$ cat config.mk
export PLATFORM = sky130hd
export DESIGN_NAME = hsv_to_rgb565_flat
export DESIGN_NICKNAME = d
export VERILOG_FILES = /design/src/rtl/hsv_pkg.sv /design/src/rtl/hsv_if.sv /design/src/rtl/hsv_hue_split.sv /design/src/rtl/hsv_mix.sv /design/src/rtl/hsv_scale.sv /design/src/rtl/hsv_to_rgb565.sv /design/src/flat_wrapper.sv
export SDC_FILE = /design/constraint.sdc
export NUM_CORES = 2
export LEC_CHECK = 0
export BUFFER_PORTS_ARGS = -buffer_cell sky130_fd_sc_hd__buf_2
export CAP_MARGIN = 10
export CORE_MARGIN = 2
export CORE_UTILIZATION = 40
export CTS_CLUSTER_SIZE = 30
export DETAILED_ROUTE_END_ITERATION = 10
export GPL_TIMING_DRIVEN = 0
export HOLD_SLACK_MARGIN = 0.12
export PLACE_DENSITY = 0.6
export SLEW_MARGIN = 20
export SYNTH_ARGS = -nofsm -noshare
export SYNTH_HDL_FRONTEND = slang
export SYNTH_SLANG_ARGS = --single-unit
$ cat constraint.sdc
create_clock -name clk -period 5.7 [get_ports clk]
set_input_delay 0.57 -clock clk [delete_from_list [all_inputs] [get_ports clk]]
set_output_delay 0.57 -clock clk [all_outputs]
set_load 0.05 [all_outputs]
$ cat src/rtl/hsv_pkg.sv
// shared constants and types for the hsv to rgb565 converter
package hsv_pkg;

    // angle constants
    localparam logic [8:0]  HUE_TURN   = 9'd360;
    localparam logic [5:0]  SECTOR_DEG = 6'd60;

    // level one in q1.8 and the full numerator v * 60 for v = 1.0
    localparam logic [8:0]  LEVEL_ONE  = 9'd256;
    localparam logic [13:0] FULL_NUM   = 14'd15360;

    // largest numerator over the common denominator 256 * 256 * 60
    localparam logic [21:0] MAX_NUM    = 22'd3932160;

    // reciprocal constants: hue / 360 as (hue * 46604) >> 24,
    // hue / 60 as (hue * 1093) >> 16, x / 15 as (x * 4370) >> 16
    localparam logic [15:0] HUE_RECIP   = 16'd46604;
    localparam logic [10:0] SECT_RECIP  = 11'd1093;
    localparam logic [12:0] DIV15_RECIP = 13'd4370;

    // output scales
    localparam logic [4:0]  SCALE5 = 5'd31;
    localparam logic [5:0]  SCALE6 = 6'd63;

    typedef logic [8:0]  level_t;
    typedef logic [21:0] num_t;

    // 60 degree sectors of the colour wheel
    typedef enum logic [2:0] {
        SEC_RED_YEL = 3'd0,
        SEC_YEL_GRN = 3'd1,
        SEC_GRN_CYN = 3'd2,
        SEC_CYN_BLU = 3'd3,
        SEC_BLU_MAG = 3'd4,
        SEC_MAG_RED = 3'd5
    } sector_t;

    // hue split into sector and remainder, levels clamped
    typedef struct packed {
        sector_t sector;
        logic [5:0] frac;
        level_t sat;
        level_t bright;
    } hsv_split_t;

    // component numerators over the common denominator
    typedef struct packed {
        num_t red_num;
        num_t green_num;
        num_t blue_num;
    } rgb_num_t;

endpackage

$ cat src/rtl/hsv_if.sv
// valid/ready channel interfaces for hsv input and rgb565 output

interface hsv_in_if;
    logic        valid;
    logic        ready;
    logic [15:0] hue_degrees;
    logic [8:0]  sat_level;
    logic [8:0]  bright_level;

    modport source (output valid, output hue_degrees, output sat_level,
                    output bright_level, input ready);
    modport sink (input valid, input hue_degrees, input sat_level,
                  input bright_level, output ready);
endinterface

interface rgb_out_if;
    logic       valid;
    logic       ready;
    logic [4:0] red;
    logic [5:0] green;
    logic [4:0] blue;

    modport source (output valid, output red, output green, output blue,
                    input ready);
    modport sink (input valid, input red, input green, input blue,
                  output ready);
endinterface

$ cat src/rtl/hsv_hue_split.sv
// four stage hue reduction: modulo 360, then sector and remainder
module hsv_hue_split
    import hsv_pkg::*;
(
    input  logic       clk,
    input  logic       rst_n,
    hsv_in_if.sink     hsv_in,
    output logic       split_valid,
    input  logic       split_ready,
    output hsv_split_t split_data
);

    logic vld1_reg, vld2_reg, vld3_reg, vld4_reg;
    logic rdy1, rdy2, rdy3, rdy4;

    logic [15:0] hue1_reg;
    logic [7:0]  quot_reg;
    level_t      sat1_reg, bright1_reg;
    logic [8:0]  hue2_reg;
    level_t      sat2_reg, bright2_reg;
    logic [8:0]  hue3_reg;
    sector_t     sector3_reg;
    level_t      sat3_reg, bright3_reg;
    hsv_split_t  split_reg;

    logic [31:0] hue_prod;
    logic [7:0]  quot_next;
    level_t      sat_next, bright_next;
    logic [15:0] quot_deg;
    logic [15:0] hue_diff;
    logic [8:0]  hue2_next;
    logic [19:0] sect_prod;
    sector_t     sector_next;
    logic [8:0]  sect_deg;
    logic [8:0]  frac_diff;
    hsv_split_t  split_next;

    // stage enables, a stage loads when empty or when its contents move on
    assign rdy4 = !vld4_reg || split_ready;
    assign rdy3 = !vld3_reg || rdy4;
    assign rdy2 = !vld2_reg || rdy3;
    assign rdy1 = !vld1_reg || rdy2;
    assign hsv_in.ready = rdy1;

    // valid bits
    always_ff @(posedge clk or negedge rst_n)
    begin
        if (!rst_n)
        begin
            vld1_reg <= 1'b0;
            vld2_reg <= 1'b0;
            vld3_reg <= 1'b0;
            vld4_reg <= 1'b0;
        end
        else
        begin
            if (rdy1)
            begin
                vld1_reg <= hsv_in.valid;
            end
            if (rdy2)
            begin
                vld2_reg <= vld1_reg;
            end
            if (rdy3)
            begin
                vld3_reg <= vld2_reg;
            end
            if (rdy4)
            begin
                vld4_reg <= vld3_reg;
            end
        end
    end

    // stage 1: quotient of hue by 360, clamp levels to one
    assign hue_prod    = 32'(hsv_in.hue_degrees) * 32'(HUE_RECIP);
    assign quot_next   = hue_prod[31:24];
    assign sat_next    = (hsv_in.sat_level > LEVEL_ONE) ? LEVEL_ONE : hsv_in.sat_level;
    assign bright_next = (hsv_in.bright_level > LEVEL_ONE) ? LEVEL_ONE
                                                           : hsv_in.bright_level;

    // stage 2: remainder of hue by 360
    assign quot_deg  = 16'(quot_reg) * 16'(HUE_TURN);
    assign hue_diff  = hue1_reg - quot_deg;
    assign hue2_next = hue_diff[8:0];

    // stage 3: sector from reduced hue
    assign sect_prod   = 20'(hue2_reg) * 20'(SECT_RECIP);
    assign sector_next = sector_t'(sect_prod[18:16]);

    // stage 4: remainder within the sector
    assign sect_deg  = 9'(sector3_reg) * 9'(SECTOR_DEG);
    assign frac_diff = hue3_reg - sect_deg;

    always_comb
    begin
        split_next.sector = sector3_reg;
        split_next.frac   = frac_diff[5:0];
        split_next.sat    = sat3_reg;
        split_next.bright = bright3_reg;
    end

    // payload registers
    always_ff @(posedge clk)
    begin
        if (rdy1)
        begin
            hue1_reg    <= hsv_in.hue_degrees;
            quot_reg    <= quot_next;
            sat1_reg    <= sat_next;
            bright1_reg <= bright_next;
        end
        if (rdy2)
        begin
            hue2_reg    <= hue2_next;
            sat2_reg    <= sat1_reg;
            bright2_reg <= bright1_reg;
        end
        if (rdy3)
        begin
            hue3_reg    <= hue2_reg;
            sector3_reg <= sector_next;
            sat3_reg    <= sat2_reg;
            bright3_reg <= bright2_reg;
        end
        if (rdy4)
        begin
            split_reg <= split_next;
        end
    end

    assign split_valid = vld4_reg;
    assign split_data  = split_reg;

    // reduced hue stays below a full turn
    a_hue_reduced: assert property (@(posedge clk) disable iff (!rst_n)
        vld2_reg |-> (hue2_reg < HUE_TURN))
        else $error("hue reduction out of range");

    // sector estimate is a valid sector and does not lie above the reduced hue
    a_sector_range: assert property (@(posedge clk) disable iff (!rst_n)
        vld3_reg |-> (sector3_reg == SEC_RED_YEL || sector3_reg == SEC_YEL_GRN ||
                      sector3_reg == SEC_GRN_CYN || sector3_reg == SEC_CYN_BLU ||
                      sector3_reg == SEC_BLU_MAG || sector3_reg == SEC_MAG_RED)
                     && (9'(sector3_reg) * 9'(SECTOR_DEG) <= hue3_reg))
        else $error("sector estimate above reduced hue");

    // remainder within one sector
    a_frac_range: assert property (@(posedge clk) disable iff (!rst_n)
        vld4_reg |-> (split_reg.frac < SECTOR_DEG))
        else $error("sector remainder out of range");

endmodule

$ cat src/rtl/hsv_mix.sv
// two stage forming of p, q, t, v numerators and sector selection
module hsv_mix
    import hsv_pkg::*;
(
    input  logic       clk,
    input  logic       rst_n,
    input  logic       split_valid,
    output logic       split_ready,
    input  hsv_split_t split_data,
    output logic       num_valid,
    input  logic       num_ready,
    output rgb_num_t   num_data
);

    logic vld1_reg, vld2_reg;
    logic rdy1, rdy2;

    logic [13:0] xp_reg, xq_reg, xt_reg;
    sector_t     sector_reg;
    level_t      bright_reg;
    rgb_num_t    num_reg;
    num_t        top_num_reg;

    logic [14:0] sm_q, sm_t, sm_p;
    logic [14:0] xq_full, xt_full, xp_full;
    num_t        nv, np, nq, nt;
    rgb_num_t    num_next;

    assign rdy2 = !vld2_reg || num_ready;
    assign rdy1 = !vld1_reg || rdy2;
    assign split_ready = rdy1;

    // valid bits
    always_ff @(posedge clk or negedge rst_n)
    begin
        if (!rst_n)
        begin
            vld1_reg <= 1'b0;
            vld2_reg <= 1'b0;
        end
        else
        begin
            if (rdy1)
            begin
                vld1_reg <= split_valid;
            end
            if (rdy2)
            begin
                vld2_reg <= vld1_reg;
            end
        end
    end

    // stage 1: 1 - s*f, 1 - s*(1-f), 1 - s, all times 256*60
    assign sm_q = 15'(split_data.sat) * 15'(split_data.frac);
    assign sm_t = 15'(split_data.sat) * 15'(SECTOR_DEG - split_data.frac);
    assign sm_p = 15'(split_data.sat) * 15'(SECTOR_DEG);
    assign xq_full = 15'(FULL_NUM) - sm_q;
    assign xt_full = 15'(FULL_NUM) - sm_t;
    assign xp_full = 15'(FULL_NUM) - sm_p;

    // stage 2: scale by brightness and route by sector
    assign nv = 22'(bright_reg) * 22'(FULL_NUM);
    assign np = 22'(bright_reg) * 22'(xp_reg);
    assign nq = 22'(bright_reg) * 22'(xq_reg);
    assign nt = 22'(bright_reg) * 22'(xt_reg);

    always_comb
    begin
        case (sector_reg)
            SEC_RED_YEL:
            begin
                num_next.red_num   = nv;
                num_next.green_num = nt;
                num_next.blue_num  = np;
            end
            SEC_YEL_GRN:
            begin
                num_next.red_num   = nq;
                num_next.green_num = nv;
                num_next.blue_num  = np;
            end
            SEC_GRN_CYN:
            begin
                num_next.red_num   = np;
                num_next.green_num = nv;
                num_next.blue_num  = nt;
            end
            SEC_CYN_BLU:
            begin
                num_next.red_num   = np;
                num_next.green_num = nq;
                num_next.blue_num  = nv;
            end
            SEC_BLU_MAG:
            begin
                num_next.red_num   = nt;
                num_next.green_num = np;
                num_next.blue_num  = nv;
            end
            default:
            begin
                num_next.red_num   = nv;
                num_next.green_num = np;
                num_next.blue_num  = nq;
            end
        endcase
    end

    // payload registers
    always_ff @(posedge clk)
    begin
        if (rdy1)
        begin
            xq_reg     <= xq_full[13:0];
            xt_reg     <= xt_full[13:0];
            xp_reg     <= xp_full[13:0];
            sector_reg <= split_data.sector;
            bright_reg <= split_data.bright;
        end
        if (rdy2)
        begin
            num_reg     <= num_next;
            top_num_reg <= nv;
        end
    end

    assign num_valid = vld2_reg;
    assign num_data  = num_reg;

    // numerators never exceed the common denominator
    a_num_range: assert property (@(posedge clk) disable iff (!rst_n)
        vld2_reg |-> (num_reg.red_num <= MAX_NUM && num_reg.green_num <= MAX_NUM &&
                      num_reg.blue_num <= MAX_NUM))
        else $error("component numerator above one");

    // every sector routes the brightness to one component
    a_bright_routed: assert property (@(posedge clk) disable iff (!rst_n)
        vld2_reg |-> (num_reg.red_num == top_num_reg ||
                      num_reg.green_num == top_num_reg ||
                      num_reg.blue_num == top_num_reg))
        else $error("brightness not routed to any component");

endmodule

$ cat src/rtl/hsv_scale.sv
// two stage scaling of numerators to 5/6/5 bits with truncation
module hsv_scale
    import hsv_pkg::*;
(
    input  logic     clk,
    input  logic     rst_n,
    input  logic     num_valid,
    output logic     num_ready,
    input  rgb_num_t num_data,
    rgb_out_if.source rgb_out
);

    logic vld1_reg, vld2_reg;
    logic rdy1, rdy2;

    logic [8:0] ar_reg, ab_reg;
    logic [9:0] ag_reg;
    logic [4:0] red_reg, blue_reg;
    logic [5:0] green_reg;

    logic [26:0] r_scaled, b_scaled;
    logic [27:0] g_scaled;
    logic [21:0] r_quot, b_quot;
    logic [22:0] g_quot;

    assign rdy2 = !vld2_reg || rgb_out.ready;
    assign rdy1 = !vld1_reg || rdy2;
    assign num_ready = rdy1;

    // valid bits
    always_ff @(posedge clk or negedge rst_n)
    begin
        if (!rst_n)
        begin
            vld1_reg <= 1'b0;
            vld2_reg <= 1'b0;
        end
        else
        begin
            if (rdy1)
            begin
                vld1_reg <= num_valid;
            end
            if (rdy2)
            begin
                vld2_reg <= vld1_reg;
            end
        end
    end

    // stage 1: times scale, then drop the power of two part of the denominator
    assign r_scaled = 27'(num_data.red_num) * 27'(SCALE5);
    assign g_scaled = 28'(num_data.green_num) * 28'(SCALE6);
    assign b_scaled = 27'(num_data.blue_num) * 27'(SCALE5);

    // stage 2: remaining divide by 15 through the reciprocal
    assign r_quot = 22'(ar_reg) * 22'(DIV15_RECIP);
    assign g_quot = 23'(ag_reg) * 23'(DIV15_RECIP);
    assign b_quot = 22'(ab_reg) * 22'(DIV15_RECIP);

    // payload registers
    always_ff @(posedge clk)
    begin
        if (rdy1)
        begin
            ar_reg <= r_scaled[26:18];
            ag_reg <= g_scaled[27:18];
            ab_reg <= b_scaled[26:18];
        end
        if (rdy2)
        begin
            red_reg   <= r_quot[20:16];
            green_reg <= g_quot[21:16];
            blue_reg  <= b_quot[20:16];
        end
    end

    assign rgb_out.valid = vld2_reg;
    assign rgb_out.red   = red_reg;
    assign rgb_out.green = green_reg;
    assign rgb_out.blue  = blue_reg;

endmodule

$ cat src/rtl/hsv_to_rgb565.sv
// hsv to rgb565 converter, top level
// the path runs through the hue split, mix and scale stages, each of them registered
// throughput: one colour per cycle while the output is not stalled; every stage has its own valid bit and
// loads whenever it is empty or its contents move on, so bubbles close up
// reset clears only the valid bits; the datapath registers are not reset
module hsv_to_rgb565
    import hsv_pkg::*;
(
    input  logic      clk,
    input  logic      rst_n,
    hsv_in_if.sink    hsv_in,
    rgb_out_if.source rgb_out
);

    logic       split_valid;
    logic       split_ready;
    hsv_split_t split_data;
    logic       num_valid;
    logic       num_ready;
    rgb_num_t   num_data;

    // hue reduction and sector split
    hsv_hue_split u_split (
        .clk         (clk),
        .rst_n       (rst_n),
        .hsv_in      (hsv_in),
        .split_valid (split_valid),
        .split_ready (split_ready),
        .split_data  (split_data)
    );

    // p, q, t, v numerators and sector routing
    hsv_mix u_mix (
        .clk         (clk),
        .rst_n       (rst_n),
        .split_valid (split_valid),
        .split_ready (split_ready),
        .split_data  (split_data),
        .num_valid   (num_valid),
        .num_ready   (num_ready),
        .num_data    (num_data)
    );

    // scaling to 5/6/5 bits and output register
    hsv_scale u_scale (
        .clk       (clk),
        .rst_n     (rst_n),
        .num_valid (num_valid),
        .num_ready (num_ready),
        .num_data  (num_data),
        .rgb_out   (rgb_out)
    );

endmodule

$ cat src/flat_wrapper.sv
// flat-port wrapper written by rule: the top's interface ports become plain ports
module hsv_to_rgb565_flat import hsv_pkg::*;
  (clk, rst_n, hsv_in_valid, hsv_in_hue_degrees, hsv_in_sat_level, hsv_in_bright_level, hsv_in_ready, rgb_out_valid, rgb_out_red, rgb_out_green, rgb_out_blue, rgb_out_ready);
  hsv_in_if hsv_in_i ();
  rgb_out_if rgb_out_i ();
  input  logic clk;
  input  logic rst_n;
  input wire logic [$bits(hsv_in_i.valid)-1:0] hsv_in_valid;
  input wire logic [$bits(hsv_in_i.hue_degrees)-1:0] hsv_in_hue_degrees;
  input wire logic [$bits(hsv_in_i.sat_level)-1:0] hsv_in_sat_level;
  input wire logic [$bits(hsv_in_i.bright_level)-1:0] hsv_in_bright_level;
  output wire logic [$bits(hsv_in_i.ready)-1:0] hsv_in_ready;
  output wire logic [$bits(rgb_out_i.valid)-1:0] rgb_out_valid;
  output wire logic [$bits(rgb_out_i.red)-1:0] rgb_out_red;
  output wire logic [$bits(rgb_out_i.green)-1:0] rgb_out_green;
  output wire logic [$bits(rgb_out_i.blue)-1:0] rgb_out_blue;
  input wire logic [$bits(rgb_out_i.ready)-1:0] rgb_out_ready;
  assign hsv_in_i.valid = hsv_in_valid;
  assign hsv_in_i.hue_degrees = hsv_in_hue_degrees;
  assign hsv_in_i.sat_level = hsv_in_sat_level;
  assign hsv_in_i.bright_level = hsv_in_bright_level;
  assign hsv_in_ready = hsv_in_i.ready;
  assign rgb_out_valid = rgb_out_i.valid;
  assign rgb_out_red = rgb_out_i.red;
  assign rgb_out_green = rgb_out_i.green;
  assign rgb_out_blue = rgb_out_i.blue;
  assign rgb_out_i.ready = rgb_out_ready;
  hsv_to_rgb565 u_core (.clk(clk), .rst_n(rst_n), .hsv_in(hsv_in_i), .rgb_out(rgb_out_i));
endmodule
Yosys cells after proc, flatten, opt, wreduce, memory -nomap -nowiden
Index checks and enable logic that the tools add are counted.
- word-level logic and storage cells: 84
- memories: 0
- RAM bits: 0
- output and inout bits: 18
- ROM bits: 0
- bits in latches: 0
- register bits after elaboration: 288
- muxes and demuxes: 1
- $mul: 17
- $add $sub $neg: 6
- shift-type cells: 0
- bitwise operators: 0
- reduce and logical (&&, ||, !) cells: 17
- div/mod/pow operators: 0
- equality and inequality tests: 4
- $lt $le $gt $ge: 2
- operators with widths (kind ; count):
    case mux 66 bit (5 select lines) ; 1
    multiplier 9 x 14 -> 22 bit ; 3
    multiplier 22 x 5 -> 27 bit, second input constant ; 2
    subtractor 14 bit, first input constant ; 3
    multiplier 9 x 12 -> 20 bit, second input constant ; 2
    multiplier 16 x 14 -> 30 bit, second input constant ; 1
    multiplier 22 x 6 -> 28 bit, second input constant ; 1
    multiplier 9 x 4 -> 12 bit, second input constant ; 2
    multiplier 10 x 12 -> 21 bit, second input constant ; 1
    multiplier 9 x 11 -> 19 bit, second input constant ; 1
    > comparator 9 bit, second input constant ; 2
    multiplier 10 x 7 -> 14 bit ; 1
    multiplier 9 x 6 -> 14 bit ; 1
    subtractor 9 bit ; 1
    logical NOT 1 bit ; 8
    logical OR 1 bit ; 8
    multiplier 8 x 6 -> 6 bit, second input constant ; 1
    subtractor 6 x 6 -> 7 bit, first input constant ; 1
    equality test 3 x 2 -> 1 bit, second input constant ; 2
    subtractor 6 bit ; 1
    multiplier 3 x 4 -> 4 bit, second input constant ; 1
    equality test 3 x 1 -> 1 bit, second input constant ; 1
    equality test 3 bit, second input constant ; 1
    logical NOT 3 bit ; 1

Longest topological paths before layout
- depth after elaboration: 9
- mapped depth: 22
- depth with buffers taken out: 20

Hierarchy
A second synthesis with hierarchy kept.
- cell total of the unflattened synthesis: 4179
- area total of the unflattened synthesis: 41398.5 um^2
- by module, submodules not included (module ; cells an instance ; sequential area each (um^2) ; instances ; area an instance (um^2)):
    hsv_mix ; 2425 ; 3563.4 ; 1 ; 22022.4
    hsv_scale ; 1138 ; 1371.3 ; 1 ; 11265.8
    hsv_hue_split ; 616 ; 3523.4 ; 1 ; 8110.3

Worst setup path after synthesis
No wires, ideal clock.
- kind: flip-flop to flip-flop
- start: reg u_core.u_mix.bright_reg[8]
- end: reg u_core.u_mix.num_reg, in the netlist u_core.u_mix.num_data[41], data pin
- required time: 5.441 ns
- stages on the path, launching flop included: 20
- clock period less this slack: 5.773 ns
- data arrival time: 5.514 ns
- setup slack: -0.073 ns
- cell sequence: edfxtp_1 > clkbuf_1 > clkbuf_1 > nand2_1 > fa_1 > fa_1 > inv_1 > fa_1 > inv_1 > fa_1 > inv_1 > ha_1 > a2111oi_0 > o21ai_0 > a211oi_1 > o31ai_1 > xnor2_1 > mux2i_1 > a211oi_1 > a211o_1
- RTL lines (item ; RTL line ; RTL):
    start: declaration ; hsv_mix.sv:20 ; level_t bright_reg;
    start signal: assignment ; hsv_mix.sv:119 ; bright_reg <= split_data.bright;
    end signal: assignment ; hsv_mix.sv:123 ; num_reg <= num_next;
    end: declaration ; hsv_mix.sv:21 ; rgb_num_t num_reg;

==> reports/results.tsv <==
metric	value	unit
status	completed	
first-pass GRT wire length	148	mm
Hold Fails Final Rpt	0	
CP most frequent cell	fa_1	
final setup fails	0	
Root Buffer	clkbuf_16	
Die H	320	µm
Worst setup SP type	flop	
clock-pin slew on the worst setup and hold paths	0.06	ns
Metal-1 WL	40.6	mm
DR WL/cell	17.1	µm
# nets final	5211	
vias in the first global route	27345	
Core Footprint	98600	µm²
worst path required time	5.98	ns
hold path cells	2	
Met3 Wirelength	4.12	mm
post-route design area	45100	µm²
worst rel slew slack	25.5	%
Slowest cell on crit path	edfxtp_1	
FMAX	177	MHz
post-synthesis cell count	3838	
crit path kind	flop to flop	
# port buffers	55	
top sig layer	met5	
Routed WL	91.2	mm
RSZ-0062 raised after global routing	true	
Synth cell types	71	
grt ovf	0	
arrival time worst endpoint	5.94	ns
worst reg-to-reg path cell count	19	
Worst Tran Pin Value	1.11	ns
Top Ports	56	
HPWL after DPL	74.1	mm
cells along the critical path	buf_6, buf_12, and2_1, fa_1, fa_1, fa_1, inv_1, fa_1, inv_1, ha_4, nand4_1, or3_4, nand4_1, buf_4, a2111oi_4, a311oi_4, buf_4, nor3_1, a211o_1	
Tmin final	5.66	ns
DIE AREA	102000	µm²
EDFF count, synth	275	
Iteration-0 DRC Markers	1590	
DRC	0	
CP Buf/Inv Count	6	
Antenna Nets Post-Route	0	
routability congestion estimate	0.939	
die span in x	320	µm
Worst Setup End Kind	flop	
share of layout cells above drive strength 1	9.66	%
Setup Skew	0.0317	ns
Worst Hold Class	input pin to flop	
Synth warnings	0	
worst skew pair latency	0.58	ns
GRT Util Overall	18.1	%
# rows	115	
Post-synth top flop	edfxtp_1	
CP Max Fanout	5	
clk sinks	283	
via count	26875	
Setup TNS	0	ns
Post-synth ARST share	2.83	%
Via density	5.05	
register bit total from synthesis	283	
max reg flops	66	
n_diodes	0	
Initial Util	40.4	%
WL met2	42.8	mm
sequential fraction of the synthesis area	21.2	%
critical path depth	19	
CP top delay family	adder cells	
H-tree Lvls	2	
maximum number of pins on one net before global-route repair	62	
Placed Instance Area	41800	µm²
TritonCTS buffer count	36	
final core utilization	45.7	%
cell area after synthesis	39800	µm²
clk buf depth	3	
period utilisation layout	99.2	%
1st-pass router iterations	6	
syn_nets	5039	
Avg Cell Area, Syn	10.4	µm²
area grow syn2layout	13.2	%
CTS tree	built	
CP peak stage delay	0.53	ns
max cap viols	0	
Final Max Tran Viols	0	
initial antenna violation count	2	
[placed cells by master (no fill, tap or decap), types with 18 or more instances in the layout]
master / instances
and2_1: 242
buf_4: 66
a21o_1: 55
buf_2: 58
nand2b_1: 18
xnor2_1: 111
nand2_1: 305
o21ai_0: 75
a31oi_1: 18
a211oi_1: 19
nor2_1: 120
o211ai_1: 22
clkbuf_16: 40
nand3_1: 31
ha_4: 19
nor2b_1: 36
clkbuf_1: 61
fa_1: 578
ha_1: 552
a21oi_1: 112
nor3_1: 27
edfxtp_1: 275
xor2_1: 52
inv_1: 741
[Yosys cell counts (9+ instances only)]
| master | n | area [µm²] |
|---|---|---|
| a21oi_1 | 120 | 601 |
| o31ai_1 | 10 | 75.1 |
| a2111oi_0 | 9 | 78.8 |
| nor3_1 | 27 | 135 |
| o21bai_1 | 12 | 90.1 |
| a21o_1 | 56 | 420 |
| o21a_1 | 14 | 105 |
| a31oi_1 | 19 | 119 |
| xnor2_1 | 121 | 1060 |
| o211ai_1 | 22 | 165 |
| fa_1 | 587 | 11800 |
| mux2i_1 | 12 | 120 |
| a211oi_1 | 30 | 225 |
| xor2_1 | 61 | 534 |
| edfxtp_1 | 275 | 8260 |
| clkbuf_1 | 96 | 360 |
| nand3_1 | 33 | 165 |
| and3_1 | 16 | 100 |
| nand2_1 | 316 | 1190 |
| nand4_1 | 9 | 56.3 |
| nor2b_1 | 37 | 231 |
| ha_1 | 576 | 7210 |
| inv_1 | 752 | 2820 |
| nand2b_1 | 18 | 113 |
| o21ai_0 | 92 | 460 |
| nor2_1 | 122 | 458 |
| a22oi_1 | 11 | 82.6 |
| and2_1 | 247 | 1550 |
[worst paths after layout]
path | startpoint | end | slack [ns]
worst min-delay path | hsv_in_valid | u_core.u_split.vld1_reg$_DFFE_PN0P_ | 0.20
worst max register to register | u_core.u_mix.bright_reg[3]$_DFFE_PP_ | u_core.u_mix.num_data[41]$_DFFE_PP_ | 0.04
max in group asynchronous | rst_n | u_core.u_split.vld1_reg$_DFFE_PN0P_ | 5.16
worst max-delay path | u_core.u_mix.bright_reg[3]$_DFFE_PP_ | u_core.u_mix.num_data[41]$_DFFE_PP_ | 0.04
min in group asynchronous | rst_n | u_core.u_split.vld3_reg$_DFFE_PN0P_ | 0.37
worst min register to register | u_core.u_split.sat2_reg[2]$_DFFE_PP_ | u_core.u_split.sat3_reg[2]$_DFFE_PP_ | 0.41
[final cells by class]
cell class / instances / area, µm²
inverters: 753 / 2830
fillers: 9215 / 53500
clock inverters: 24 / 298
flip-flops and latches: 283 / 8460
well taps: 1287 / 1610
clock buffers: 42 / 943
repair buffers: 137 / 1050
plain buffers: 100 / 729
multi-input cells: 2699 / 29200
[logic make-up after synthesis]
group / Yosys count / synth area share, %
XOR/XNOR: 184 / 4.12
adder cells (fa/ha/maj): 1163 / 47.6
buffers and inverters: 856 / 8.07
AO/OA/AOI/OAI: 475 / 7.87
multiplexers: 16 / 0.415
flip-flops: 283 / 21.2
AND/OR/NAND/NOR: 861 / 10.7
[routing by layer]
layer	vias up	track usage [%]
met5	-	0
met4	2	6.12
met3	151	1.91
met2	608	30.3
met1	13319	24.7
li1	12795	-
[per-stage QoR]
stage	hold slack, ns	setup WS (ns)	std cells
after floorplan	0.274	0.0248	3838
after global placement	0.401	-1.86	5180
after detailed placement	0.405	-1.92	5183
after CTS	0.175	-0.0599	5287
after global routing	0.199	-0.151	5325
final	0.203	0.0431	5325
[worst reg2reg max path, cell delays in order, from the launching register on]
cell and delay [ns]:
edfxtp_1 0.53, buf_6 0.21, buf_12 0.13, and2_1 0.14, fa_1 0.51, fa_1 0.53, fa_1 0.51, inv_1 0.06
fa_1 0.52, inv_1 0.06, ha_4 0.28, nand4_1 0.10, or3_4 0.34, nand4_1 0.22, buf_4 0.18, a2111oi_4 0.08
a311oi_4 0.40, buf_4 0.19, nor3_1 0.03, a211o_1 0.35
[what timing repair did]
item,4_1_cts,5_1_grt
gates cloned,0,2
endpoints found under the hold margin,8,0
buffers inserted,39,39
pin swaps,30,104
hold buffers,1,0
gates resized for setup,168,176
endpoints found under the setup margin,42,32
Power is left out: the tool's default activity adds up to more than one toggle a clock period on the data nets, which glitch-free logic cannot reach.
